### src/sv/texel_to_rgba8_converter_unit_macros.svh
// assertion helpers shared by the converter rtl
`ifndef TEXEL_TO_RGBA8_CONVERTER_UNIT_MACROS_SVH
`define TEXEL_TO_RGBA8_CONVERTER_UNIT_MACROS_SVH

// same-cycle implication, checked only out of reset
`define TTR_ASSERT_IMPLIES(lbl, ante, cons) \
    lbl: assert property (@(posedge aclk) disable iff (!aresetn) (ante) |-> (cons)) \
        else $error("converter assertion failed");

// next-cycle implication, checked only out of reset
`define TTR_ASSERT_NEXT(lbl, ante, cons) \
    lbl: assert property (@(posedge aclk) disable iff (!aresetn) (ante) |=> (cons)) \
        else $error("converter assertion failed");

`endif

### src/sv/ttr_pkg.sv
`default_nettype none

package ttr_pkg;

    localparam int unsigned PaletteEntries = 256;
    localparam int unsigned PalIdxW  = (PaletteEntries > 1) ? $clog2(PaletteEntries) : 1;
    localparam int unsigned SlotW    = 8;
    localparam int unsigned RgbW     = 24;
    localparam int unsigned TexelW   = 32;
    localparam int unsigned ApbAddrW = 4;
    localparam int unsigned ApbDataW = 32;

    // source formats
    localparam logic [1:0] FmtPalette  = 2'd0;
    localparam logic [1:0] FmtPacked16 = 2'd1;
    localparam logic [1:0] FmtRgb24    = 2'd2;
    localparam logic [1:0] FmtGbpr32   = 2'd3;

    // 16-bit layouts
    localparam logic [1:0] Layout565  = 2'd0;
    localparam logic [1:0] Layout1555 = 2'd1;
    localparam logic [1:0] Layout4444 = 2'd2;
    localparam logic [1:0] Layout8332 = 2'd3;

    // register indexes (byte address / 4)
    localparam logic [1:0] RegSourceFormat = 2'd0;
    localparam logic [1:0] RegPackedLayout = 2'd1;
    localparam logic [1:0] RegColorKey     = 2'd2;

    localparam logic [31:0] KeyDisabled       = 32'hFFFF_FFFF;
    localparam logic [1:0]  SourceFormatReset = FmtRgb24;
    localparam logic [1:0]  PackedLayoutReset = Layout565;
    localparam logic [7:0]  AlphaOpaque       = 8'hFF;
    localparam logic [7:0]  AlphaKeyed        = 8'h00;

    typedef struct packed {
        logic [1:0]  source_format;
        logic [1:0]  packed_layout;
        logic [31:0] color_key;
    } cfg_t;

    // red in the low byte so the struct packs straight onto tdata
    typedef struct packed {
        logic [7:0] alpha;
        logic [7:0] blue;
        logic [7:0] green;
        logic [7:0] red;
    } rgba_t;

    // floor(255*f/fmax) tables for field widths whose max does not divide 255
    localparam int unsigned Max3 = 7;
    localparam int unsigned Max5 = 31;
    localparam int unsigned Max6 = 63;

    typedef logic [7:0] exp3_tab_t [8];
    typedef logic [7:0] exp5_tab_t [32];
    typedef logic [7:0] exp6_tab_t [64];

    function automatic exp3_tab_t build_exp3();
        exp3_tab_t tab;
        for (int i = 0; i < 8; i++) begin
            tab[i] = 8'((255 * i) / Max3);
        end
        return tab;
    endfunction

    function automatic exp5_tab_t build_exp5();
        exp5_tab_t tab;
        for (int i = 0; i < 32; i++) begin
            tab[i] = 8'((255 * i) / Max5);
        end
        return tab;
    endfunction

    function automatic exp6_tab_t build_exp6();
        exp6_tab_t tab;
        for (int i = 0; i < 64; i++) begin
            tab[i] = 8'((255 * i) / Max6);
        end
        return tab;
    endfunction

    localparam exp3_tab_t Expand3 = build_exp3();
    localparam exp5_tab_t Expand5 = build_exp5();
    localparam exp6_tab_t Expand6 = build_exp6();

endpackage

`default_nettype wire

### src/sv/ttr_apb_regs.sv
`default_nettype none

module ttr_apb_regs (
    input  logic                            aclk,
    input  logic                            aresetn,
    input  logic                            psel,
    input  logic                            penable,
    input  logic                            pwrite,
    input  logic [ttr_pkg::ApbAddrW-1:0]    paddr,
    input  logic [ttr_pkg::ApbDataW-1:0]    pwdata,
    output logic [ttr_pkg::ApbDataW-1:0]    prdata,
    output logic                            pready,
    output ttr_pkg::cfg_t                   cfg
);

    logic [1:0]  source_format_reg;
    logic [1:0]  packed_layout_reg;
    logic [31:0] color_key_reg;
    logic        wr_en;
    logic [1:0]  reg_idx;

    assign pready  = 1'b1;
    assign wr_en   = psel && penable && pwrite;
    assign reg_idx = paddr[ttr_pkg::ApbAddrW-1:2];

    always_ff @(posedge aclk) begin
        if (!aresetn) begin
            source_format_reg <= ttr_pkg::SourceFormatReset;
            packed_layout_reg <= ttr_pkg::PackedLayoutReset;
            color_key_reg     <= ttr_pkg::KeyDisabled;
        end else if (wr_en) begin
            case (reg_idx)
                ttr_pkg::RegSourceFormat: source_format_reg <= pwdata[1:0];
                ttr_pkg::RegPackedLayout: packed_layout_reg <= pwdata[1:0];
                ttr_pkg::RegColorKey:     color_key_reg     <= pwdata;
                default: ;
            endcase
        end
    end

    always_comb begin
        case (reg_idx)
            ttr_pkg::RegSourceFormat: prdata = {30'd0, source_format_reg};
            ttr_pkg::RegPackedLayout: prdata = {30'd0, packed_layout_reg};
            ttr_pkg::RegColorKey:     prdata = color_key_reg;
            default:                  prdata = '0;
        endcase
    end

    assign cfg.source_format = source_format_reg;
    assign cfg.packed_layout = packed_layout_reg;
    assign cfg.color_key     = color_key_reg;

endmodule

`default_nettype wire

### config.mk
export PLATFORM = sky130hd
export DESIGN_NAME = ttr_apb_regs
export DESIGN_NICKNAME = d
export VERILOG_FILES = /design/src/sv/texel_to_rgba8_converter_unit_macros.svh /design/src/sv/ttr_pkg.sv /design/src/sv/ttr_apb_regs.sv
export SDC_FILE = /design/constraint.sdc
export NUM_CORES = 1
export LEC_CHECK = 0
export BUFFER_PORTS_ARGS = -buffer_cell sky130_fd_sc_hd__buf_2
export CAP_MARGIN = 20
export CORE_MARGIN = 1.5
export CORE_UTILIZATION = 41
export CTS_BUF_LIST = sky130_fd_sc_hd__clkbuf_4
export CTS_CLUSTER_SIZE = 40
export DETAILED_ROUTE_END_ITERATION = 8
export HOLD_SLACK_MARGIN = 0.08
export PLACE_DENSITY_LB_ADDON = 0.12
export RECOVER_POWER = 25
export SLEW_MARGIN = 10
export SYNTH_ARGS = -nofsm -noshare
export SYNTH_HDL_FRONTEND = slang
export SYNTH_SLANG_ARGS = --single-unit
### constraint.sdc
create_clock -name aclk -period 0.95 [get_ports aclk]
set_input_delay 0.095 -clock aclk [delete_from_list [all_inputs] [get_ports aclk]]
set_output_delay 0.095 -clock aclk [all_outputs]
set_load 0.05 [all_outputs]
**Word-level counts from Yosys, hierarchy flattened**

Index checks and enable logic that the tools add are counted.

- Flip-flop bits (word level): 36
- Output and inout port bits: 69
- Logic and storage cells: 12

- Eq/ne operators: 2
- Muxes and demuxes: 1
- Reduce and logical (&&, ||, !) cells: 6

Operator list:

| cell | number |
|---|---|
| $pmux 32 s3 | 1 |
| $reduce_and 2->1 | 3 |
| $eq 2x1->1 const B | 1 |
| $eq 2x2->1 const B | 1 |
| $logic_and 1x1->1 | 2 |
| $logic_not 2->1 | 1 |

**Depth between registers and ports, before layout**

Gate-level depths: netlist of the first run.

- Word-level depth: 3
- Gate-level depth with buffers: 6

**Worst setup path before layout of the first run**

OpenSTA, ideal clock, no wires.

- Path type: reg-to-output
- From: reg packed_layout_reg[0]
- To: out prdata[0] (netlist bit)
- Arrival: 1501 ps
- Required time: 855 ps
- Path slack: -646 ps
- Cell stages (with the launch flop): 3
- Path buffers: 0
- Path through: dfxtp_1 mux2i_1 o21ai_1

- Word-level cells in the longest chain between the ends: 1

RTL lines:

| element | RTL line | text |
|---|---|---|
| start: declaration | ttr_apb_regs.sv:17 | `logic [1:0] packed_layout_reg;` |
| start signal: assignment | ttr_apb_regs.sv:29 | `packed_layout_reg <= ttr_pkg::PackedLayoutReset;` |
| start signal: assignment | ttr_apb_regs.sv:34 | `ttr_pkg::RegPackedLayout: packed_layout_reg <= pwdata[1:0];` |
| $pmux 32 s3 | ttr_apb_regs.sv:42 | `case (reg_idx)` |
| end: declaration | ttr_apb_regs.sv:11 | `output logic [ttr_pkg::ApbDataW-1:0] prdata,` |

Every way passes these cells.

**Worst setup path after layout of the first run**

- From: reg source_format_reg[1]
- To: out prdata[1] (netlist bit)

- Word-level cells in the longest chain between the ends: 1

RTL lines:

| element | RTL line | text |
|---|---|---|
| start: declaration | ttr_apb_regs.sv:16 | `logic [1:0] source_format_reg;` |
| start signal: assignment | ttr_apb_regs.sv:28 | `source_format_reg <= ttr_pkg::SourceFormatReset;` |
| start signal: assignment | ttr_apb_regs.sv:33 | `ttr_pkg::RegSourceFormat: source_format_reg <= pwdata[1:0];` |
| $pmux 32 s3 | ttr_apb_regs.sv:42 |  |

Every way passes these cells.

==> results of run 1 <==
==> Yosys cell counts <==
library cell / number
a21oi_1: 1
a21oi_2: 1
and2_1: 30
and2_4: 1
and3_4: 1
buf_2: 10
buf_4: 2
buf_6: 5
clkbuf_1: 3
conb_1: 1
dfxtp_1: 36
inv_1: 31
mux2i_1: 6
nand2_1: 7
nand2b_1: 1
nand3_1: 32
nor2b_1: 3
nor3_1: 1
nor3b_2: 1
o211ai_1: 2
o211ai_2: 29
o21ai_1: 2
==> logic make-up (layout without fill, tap and decap cells) <==
logic type | count (synthesis) | after routing | share of synthesized area
AOI/OAI and AO/OA | 35 | 35 | 0.215
muxes | 6 | 6 | 0.0321
buffers and inverters | 51 | 228 | 0.133
DFF | 36 | 36 | 0.385
and+or+nand+nor | 77 | 77 | 0.233
other | 1 | 1 | 0.00200
==> final timing paths <==
path / start / cells after the start / slack, ns / endpoint
max: source_format_reg[1]$_SDFFE_PN1P_ / 3 / -0.27 / prdata[1]
min: aresetn / 3 / 0.1 / packed_layout_reg[0]$_SDFFE_PN0P_
max reg2reg: source_format_reg[0]$_SDFFE_PN0P_ / 4 / 0.10 / source_format_reg[0]$_SDFFE_PN0P_
min reg2reg: color_key_reg[9]$_SDFFE_PN1P_ / 2 / 0.53 / color_key_reg[9]$_SDFFE_PN1P_
==> metrics by stage <==
step	power [uW]	instance area (um2)	hold WS (ns)
3_5_place_dp	2520	2660	0.341
5_1_grt	4230	4140	0.117
6_report	4090	4140	0.0984
4_1_cts	3970	3810	0.0968
2_1_floorplan	2260	2000	0.227
3_3_place_gp	2510	2660	0.337
==> power breakdown <==
part	internal, uW	leakage (uW)	switching [uW]
Combinational	673	0.00164	763
Sequential	1510	0.000285	38.1
Clock	537	0.0000403	578
==> layer usage <==
metal  share of wire  up-vias  global-route usage
met5               0        -                   0
met4           0.054        0              0.0985
met3           0.060       42              0.0670
met2            0.54      145               0.532
met1            0.35     1122               0.268
li1                -     1035                   -
==> repair_timing <==
| action | 4_1_cts | 5_1_grt |
|---|---|---|
| resized for setup | 234 | 43 |
| endpoints found under the hold margin | 36 | 0 |
| setup endpoints to repair | 68 | 68 |
| setup buffers | 4 | 28 |
| hold buffers | 32 | 0 |
| pin swaps | 1 | 0 |
==> area by class of cell <==
class | instances | area share
Timing Repair Buffer | 189 | 0.497
Clock buffer | 5 | 0.00907
Sequential cell | 36 | 0.195
Tap cell | 52 | 0.0157
Multi-Input combinational cell | 119 | 0.245
Inverter | 31 | 0.0281
Clock inverter | 3 | 0.00907
==> tightest hold or removal path, delay by kind of cell <==
family,cells,cell delay [ns]
buffers and inverters,1,0.18
multiplexers,1,0.06
AND/OR/NAND/NOR,1,0.09
==> metrics.md, run 1 <==
| Metric | Value |
|---|---|
| IO Pins | `110` |
| Total track usage | `0.269` |
| Pleak | `around 0.0020 uW` |
| Startpoint types | `flip-flop` |
| CTS Root Cell | `clkbuf_4` |
| Tightest Hold Check Type | `in -> reg` |
| Worst-path cell chain | `mux2i_4 -> o21ai_4 -> buf_6` |
| Post-layout util | `0.943` |
| Detailed Place HPWL | `between 3000 and 4000 um` |
| Final Instance Count excl. Fillers | `about 440` |
| Post-DRT Antenna Nets | `0` |
| Site row count | `24` |
| PD cells | `between 900 and 1000 nW/um2` |
| Synth Instances | `around 210` |
| Via count | `about 2.3k` |
| Max Root-Sink Buffers | `2` |
| TritonRoute pass-1 iters | `4` |
| Total grt overflow | `0` |
| Syn Nets | `between 200 and 250` |
| ANT cells | `0` |
| Reg area | `between 800 and 900 um2` |
| Wire per inst | `21.2 um` |
| Worst Path Buf+Inv | `1` |
| Failing checks | `negative setup slack` |
| Top cell type's share of synthesized area | `0.385` |
| Core area | `about 4400 um2` |
| Total Wirelength | `slightly above 9000 um` |
| Syn Area/Cell | `approximately 9.1 um2` |
| Sequential-to-total area share from yosys stat | `0.385` |
| Dpl cells | `~360` |
| Arr. time, crit path | `about 1.1 ns` |
| Post-route clock period utilization | `1.28` |
| Commonest non-fill, non-tap cells in the layout | `buf_8, buf_2, nand3_1, dlygate4sd3_1, inv_1` |
| Layout net count | `around 420` |
| Max Fanout on Critical Path | `2` |
| Most common cell after layout, fill and taps aside | `buf_8` |
| First-pass GRT wire length | `~11,000 um` |
| Synth area leader | `dfxtp_1` |
| Cell family with most CP delay | `flip-flops` |
| Clock latency on the worst-skew pair | `roughly 0.36 ns` |
| Peak Freq | `between 800 and 900 MHz` |
| Endpoints failing setup | `roughly 70` |
| # DRC | `0` |
| Synth top area cells | `dfxtp_1, o211ai_2, and2_1` |
| Largest net degree at the start of global routing | `29` |
| Setup ws final | `-0.268 ns` |
| Drt initial violations | `about 140` |
| H-tree depth | `2` |
| Setup TNS | `-10.14 ns` |
| Layout cells sized above 1 | `0.689` |
| Required @ worst endpoint | `about 0.85 ns` |
| Max Clock Skew | `0 ns` |
| Post-DR vias/cell | `around 5.4` |
| TritonCTS clock tree | `built` |
| Gpl congestion | `0.694` |
| Max FFs per register | `32` |
| # port buffers | `106` |
| Die height | `between 70 and 80 um` |
| Initial core utilization | `0.427` |
| Fill cells | `roughly 120` |
| Initial antenna violation count | `0` |
| Slew Viols, Final | `0` |
| Number of max-cap violations | `0` |
| Area Growth Syn to Fin | `121%` |
| Synth warn | `0` |
| VDD IR max | `between 0.0008 and 0.0009 V` |
| Worst slack at placement | `-0.149 ns` |
| Clock buffer count from CTS | `5` |
| RSZ-0062 raised after global routing | `true` |
| Final min period | `between 1 and 1.5 ns` |
| Count of different cell masters after synthesis | `22` |
| Multi-input gate area | `1010 um2` |
| CP max stage delay | `0.38 ns` |
| CP Capture Type | `output pin` |
| Status | `complete, but fails checks` |
| Mapped cell area | `1870 um2` |
| Vias in the first global route | `between 2k and 2.5k` |
| Die Width | `70.6 um` |
| Clk sinks | `36` |
| Crit Path Class | `reg -> out` |
| Slowest CP cell | `dfxtp_4` |
| Die area | `approximately 5000 um2` |
| Clk pin slew, worst setup/hold paths | `roughly 0.11 ns` |
| Final Hold Fails | `0` |
| #FFs+latches synth | `36` |
Power figures use the tool's default switching activity.
==> run 2, diff against run 1 <==
--- a/config.mk
+++ b/config.mk
@@ -14,7 +14,7 @@
 export DETAILED_ROUTE_END_ITERATION = 8
 export HOLD_SLACK_MARGIN = 0.08
 export PLACE_DENSITY_LB_ADDON = 0.12
-export RECOVER_POWER = 25
+export RECOVER_POWER = 50
 export SLEW_MARGIN = 10
 export SYNTH_ARGS = -nofsm -noshare
 export SYNTH_HDL_FRONTEND = slang
==> run 2 against run 1 <==
Against the previous run:
- highest routed layer unchanged
- total power fell by 0.29%
- worst hold slack improved by 0.0032 ns
- utilization fell by 0.66 points
- maximum frequency barely moved
- register-to-register slack barely moved
- via count fell by 0.47%
- die area did not move
- cell count did not move
- non-clock buffer count did not move
- first-iteration DRC count rose by 9.0%
- the run still ends with negative setup slack left
- sequential cell count did not move
- sequential share of layout area rose by 0.14 points
==> metrics.md, run 2 (synthesis results as in run 1) <==
| Metric | Value |
|---|---|
| Status | `complete, but fails checks` |
| Failing checks | `negative setup slack` |
| Total track usage | `0.269 (unchanged)` |
| Site row count | `24 (unchanged)` |
| Most common cell after layout, fill and taps aside | `buf_8` |
| Total Wirelength | `9210 um (about the same)` |
| Total grt overflow | `0 (unchanged)` |
| Gpl congestion | `0.694 (unchanged)` |
| Initial antenna violation count | `0 (unchanged)` |
| Worst r2r src | `source_format_reg[0]$_SDFFE_PN0P_` |
| Final Cell Area | `4110 um2 (-0.70%)` |
| Area Growth Syn to Fin | `119%` |
| Core area | `4380 um2 (unchanged)` |
| Arr. time, crit path | `1.12 ns (about the same)` |
| Vias in the first global route | `2,163 (unchanged)` |
| Setup ws final | `-0.269 ns (-0.000345 ns)` |
| VDD IR max | `0.000800 V (-0.14%)` |
| Tightest Hold Check Type | `in -> reg` |
| Seq pwr share | `0.378 (about the same)` |
| Via count | `2,333 (-0.47%)` |
| H-tree depth | `2 (unchanged)` |
| Post-route clock period utilization | `1.28 (about the same)` |
| Die area | `4980 um2 (unchanged)` |
| Layout net count | `423 (unchanged)` |
| Max Root-Sink Buffers | `2 (unchanged)` |
| Final Hold Fails | `0 (unchanged)` |
| Worst slack at placement | `-0.149 ns (unchanged)` |
| Clk pwr share | `0.272 (about the same)` |
| Pleak | `0.00196 uW (-0.28%)` |
| Clk pin slew, worst setup/hold paths | `0.11 ns (about the same)` |
| TritonCTS clock tree | `built` |
| Post-layout util | `0.937 (-0.00656)` |
| Endpoints failing setup | `69 (unchanged)` |
| RSZ-0062 raised after global routing | `true` |
| Required @ worst endpoint | `0.85 ns (about the same)` |
| Setup TNS | `-9.91 ns (+0.234 ns)` |
| Crit Path Class | `reg -> out` |
| Final Instance Count excl. Fillers | `435 (unchanged)` |
| First-pass GRT wire length | `10,600 um (unchanged)` |
| Clk sinks | `36 (unchanged)` |
| Max Fanout on Critical Path | `2 (unchanged)` |
| Initial core utilization | `0.427 (unchanged)` |
| Hold Path Origin | `aresetn` |
| Fill cells | `128 (+5.8%)` |
| Startpoint types | `flip-flop` |
| Clock latency on the worst-skew pair | `0.36 ns (about the same)` |
| Die height | `70.6 um (unchanged)` |
| Internal Power | `2710 uW (-0.16%)` |
| Layout cells sized above 1 | `0.684 (-0.00522)` |
| Post-DR vias/cell | `5.36 (-0.47%)` |
| ANT cells | `0 (unchanged)` |
| Gate power share | `0.350 (about the same)` |
| Dpl cells | `363 (unchanged)` |
| Max Clock Skew | `0 ns (unchanged)` |
| CP Capture Type | `output pin` |
| Slew Viols, Final | `0 (unchanged)` |
| Placed instance area | `2660 um2 (unchanged)` |
| Commonest non-fill, non-tap cells in the layout | `buf_8, buf_2, nand3_1, dlygate4sd3_1, inv_1` |
| Final min period | `1.22 ns (+0.000345 ns)` |
| P_sw | `1370 uW (-0.55%)` |
| Reg2reg setup slack | `0.10 ns (about the same)` |
| Die Width | `70.6 um (unchanged)` |
| Max FFs per register | `32 (unchanged)` |
| Clock buffer count from CTS | `5 (unchanged)` |
| Sw frac | `0.336 (-0.000874)` |
| Largest net degree at the start of global routing | `29 (unchanged)` |
| Setup crit start | `source_format_reg[1]$_SDFFE_PN1P_` |
| # port buffers | `106 (unchanged)` |
| Number of max-cap violations | `0 (unchanged)` |
| Detailed Place HPWL | `3330 um (unchanged)` |
| PD cells | `994 nW/um2 (+0.40%)` |
| Drt initial violations | `157 (+9.0%)` |
| Post-DRT Antenna Nets | `0 (unchanged)` |
| Peak Freq | `821 MHz (about the same)` |
| Wire per inst | `21.2 um (about the same)` |
| IO Pins | `110 (unchanged)` |
| TritonRoute pass-1 iters | `4 (unchanged)` |
| # DRC | `0 (unchanged)` |
| CTS Root Cell | `clkbuf_4` |
## run 2: changes by cell type in the layout (fill, tap and decap cells not counted)
| cell | delta |
|---|---|
| buf_12 | -1 |
| buf_4 | +1 |
| buf_6 | -1 |
| clkbuf_2 | +1 |
| o211ai_1 | +2 |
| o211ai_2 | -2 |
## run 2: layout make-up
class                      count  area (um2)  share of cell area
sequential                    36         808               0.197
clock buffer                   5        37.5             0.00914
inverter                      31         116              0.0283
timing repair buffer         189        2040               0.496
tap                           52        65.1              0.0158
clock inverter                 3        37.5             0.00914
multi-input combinational    119        1000               0.245
## run 2: power by group through the flow
stage / clock network, uW / logic (uW) / registers [uW]
6_report: 1110 / 1430 / 1540
5_1_grt: 1210 / 1470 / 1550
4_1_cts: 1090 / 1310 / 1570
3_5_place_dp: 0 / 921 / 1600
3_3_place_gp: 0 / 916 / 1600
2_1_floorplan: 0 / 554 / 1700
## run 2: routing by layer
layer	vias to the layer above	track usage	share of wire
li1	1033	-	-
met1	1130	0.268	0.36
met2	125	0.532	0.53
met3	45	0.0670	0.050
met4	0	0.0985	0.059
met5	-	0	0
## run 2: critical path, stage by stage (launching register included)
cell and delay, ns:
dfxtp_4 0.38, mux2i_4 0.17, o21ai_4 0.07, buf_6 0.15
## run 2: path summary, 6_finish.rpt
check / to / cells past startpoint
setup reg to reg: source_format_reg[0]$_SDFFE_PN0P_ / 4
setup / recovery: prdata[1] / 3
hold / removal: packed_layout_reg[0]$_SDFFE_PN0P_ / 3
hold reg to reg: color_key_reg[9]$_SDFFE_PN1P_ / 2
## run 2: timing repair
item	4_1_cts	5_1_grt
pin swaps	1	0
hold buffers	32	0
resized for setup	234	43
buffers inserted	4	28
setup endpoints to repair	68	68
hold endpoints to repair	36	0
## run 2: through the flow
| stage | hold slack, ns | power [uW] |
|---|---|---|
| 6_report | 0.102 | 4080 |
| 5_1_grt | 0.117 | 4220 |
| 4_1_cts | 0.0968 | 3970 |
| 3_5_place_dp | 0.341 | 2520 |
| 3_3_place_gp | 0.337 | 2510 |
| 2_1_floorplan | 0.227 | 2260 |
==> run 3, diff against run 2 <==
--- a/config.mk
+++ b/config.mk
@@ -15,6 +15,7 @@
 export HOLD_SLACK_MARGIN = 0.08
 export PLACE_DENSITY_LB_ADDON = 0.12
 export RECOVER_POWER = 50
+export SETUP_SLACK_MARGIN = 0.15
 export SLEW_MARGIN = 10
 export SYNTH_ARGS = -nofsm -noshare
 export SYNTH_HDL_FRONTEND = slang
==> run 3 against run 2 <==
Against the previous run:
- total power is 8.6% lower
- cell count is 0.23% lower
- clock power is 21% lower
- cell area is 1.2% lower
- the run still ends with negative setup slack left
- die area stayed put
- utilization is 1.2 points lower
- via count is 4.0% lower
- critical path depth stayed put
==> metrics.md, run 3 (synthesis results as in run 1) <==
| Metric | Value |
|---|---|
| CTS Root Cell | `clkbuf_4` |
| Post-DRT Antenna Nets | `0 (unchanged)` |
| Largest net degree at the start of global routing | `26 (-10%)` |
| Total grt overflow | `0 (unchanged)` |
| Drt initial violations | `108 (-31%)` |
| Number of max-cap violations | `0 (unchanged)` |
| Vias in the first global route | `2,012 (-7.0%)` |
| Site row count | `24 (unchanged)` |
| Setup ws final | `-0.279 ns (-0.0105 ns)` |
| Worst r2r path cells | `4 (unchanged)` |
| Detailed Place HPWL | `3380 um (+1.5%)` |
| Post-route clock period utilization | `1.29 (+0.0111)` |
| Dpl cells | `362 (-0.28%)` |
| H-tree depth | `2 (unchanged)` |
| Gpl congestion | `0.704 (+1.5%)` |
| Status | `complete, but fails checks` |
| Setup crit start | `packed_layout_reg[1]$_SDFFE_PN0P_` |
| Max FFs per register | `32 (unchanged)` |
| Via count | `2,240 (-4.0%)` |
| CP endpoint | `prdata[1]` |
| # DRC | `0 (unchanged)` |
| Total track usage | `0.252 (-0.0172)` |
| Crit Path Class | `reg -> out` |
| PD cells | `920 nW/um2 (-7.5%)` |
| Pleak | `0.00193 uW (-1.3%)` |
| Placed instance area | `2780 um2 (+4.6%)` |
| Hold WS | `0.127 ns (+0.0255 ns)` |
| CP Depth | `3 (unchanged)` |
| Worst reg2reg path endpoint | `source_format_reg[1]$_SDFFE_PN1P_` |
| Reg2reg setup slack | `0.03 ns (-0.07 ns)` |
| Cell family with most CP delay | `flip-flops` |
| Clock buffer count from CTS | `5 (unchanged)` |
| Worst-path cell chain | `mux2i_4 -> o21ai_4 -> buf_6` |
| RSZ-0062 raised after global routing | `true` |
| Startpoint types | `flip-flop` |
| Commonest non-fill, non-tap cells in the layout | `buf_6, buf_8, buf_2, dfxtp_4` |
| CP Capture Type | `output pin` |
| Slowest CP cell | `dfxtp_4` |
| Die Width | `70.6 um (unchanged)` |
| Final min period | `1.23 ns (+0.0105 ns)` |
| Clock latency on the worst-skew pair | `0.35 ns (about the same)` |
| Initial core utilization | `0.427 (unchanged)` |
| Die area | `4980 um2 (unchanged)` |
| Layout cells sized above 1 | `0.675 (-0.00868)` |
| First-pass GRT wire length | `9920 um (-6.6%)` |
| Total Wirelength | `7970 um (-13%)` |
| Layout net count | `422 (-0.24%)` |
| Tightest Hold Check Type | `in -> reg` |
| Worst Path Buf+Inv | `1 (unchanged)` |
| Arr. time, crit path | `1.13 ns (about the same)` |
| Required @ worst endpoint | `0.85 ns (about the same)` |
| # port buffers | `106 (unchanged)` |
| Final Hold Fails | `0 (unchanged)` |
| Failing checks | `negative setup slack` |
| Core area | `4380 um2 (unchanged)` |
| TritonCTS clock tree | `built` |
| Die height | `70.6 um (unchanged)` |
| Max Root-Sink Buffers | `2 (unchanged)` |
| Max Clock Skew | `0 ns (unchanged)` |
| Worst r2r src | `source_format_reg[1]$_SDFFE_PN1P_` |
| ANT cells | `0 (unchanged)` |
| VDD IR max | `0.000841 V (+5.1%)` |
| Initial antenna violation count | `0 (unchanged)` |
| CP max stage delay | `0.39 ns (about the same)` |
| IO Pins | `110 (unchanged)` |
| Most common cell after layout, fill and taps aside | `buf_6` |
| Peak Freq | `814 MHz (-0.86%)` |
| Endpoints failing setup | `68 (-1.4%)` |
| Final Cell Area | `4060 um2 (-1.2%)` |
| TritonRoute pass-1 iters | `4 (unchanged)` |
| Clk pin slew, worst setup/hold paths | `0.12 ns (about the same)` |
| Max Fanout on Critical Path | `2 (unchanged)` |
| Wire per inst | `18.4 um (-13%)` |
| Clk sinks | `36 (unchanged)` |
| Slew Viols, Final | `0 (unchanged)` |
| Area Growth Syn to Fin | `117%` |
| Post-route total power | `3730 uW (-8.6%)` |
| Final Instance Count excl. Fillers | `434 (-0.23%)` |
| Fill cells | `150 (+17%)` |
| Post-DR vias/cell | `5.16 (-3.8%)` |
==> run 3: repair_timing <==
action,in CTS,in global routing
endpoints found under the hold margin,36,0
hold buffers,32,0
setup buffers,5,27
gates resized for setup,175,40
pin swaps,2,0
endpoints found under the setup margin,68,71
==> run 3: area by class of cell <==
class	count	area, um2	area share
clock inverters	1	3.75	0.000925
flip-flops and latches	36	850	0.209
well taps	52	65.1	0.0160
repair buffers	188	1970	0.486
clock buffers	7	52.6	0.0130
multi-input cells	119	998	0.246
inverters	31	116	0.0287
==> run 3: how the worst min path moves through the flow <==
stage / from / endpoint / cells past startpoint
after floorplan: pwdata[1] / packed_layout_reg[1]$_SDFFE_PN0P_ / 2
after global placement: pwdata[27] / color_key_reg[27]$_SDFFE_PN1P_ / 3
after detailed placement: pwdata[14] / color_key_reg[14]$_SDFFE_PN1P_ / 3
after CTS: aresetn / color_key_reg[1]$_SDFFE_PN1P_ / 4
after global routing: aresetn / color_key_reg[29]$_SDFFE_PN1P_ / 3
final: aresetn / color_key_reg[1]$_SDFFE_PN1P_ / 4
==> run 3: worst min-delay path: cells and delay by family <==
kind                   cells  cell delay (ns)
buffers and inverters      1             0.14
AO/OA/AOI/OAI              2             0.12
AND/OR/NAND/NOR            1             0.10
==> run 3: metrics by stage <==
stage / TNS, ns / worst slack [ns] / utilization
CTS: -6.50 / -0.239 / 0.859
global placement: -4.67 / -0.181 / 0.634
global route: -11.59 / -0.316 / 0.925
finish: -9.16 / -0.279 / 0.925
floorplan: -0.0559 / -0.0280 / -
detailed placement: -6.25 / -0.220 / 0.634
==> run 3: where the power goes <==
group,internal (uW),switching (uW)
logic,625,725
registers,1460,35.6
clock network,342,539
total,2430,1300
==> run 3: per-layer routing <==
| metal | vias to the layer above | track usage | share of wire |
|---|---|---|---|
| met4 | 0 | 0.0985 | 0.037 |
| li1 | 1028 | - | - |
| met5 | - | 0 | 0 |
| met3 | 27 | 0.0570 | 0.052 |
| met1 | 1074 | 0.281 | 0.36 |
| met2 | 111 | 0.464 | 0.55 |
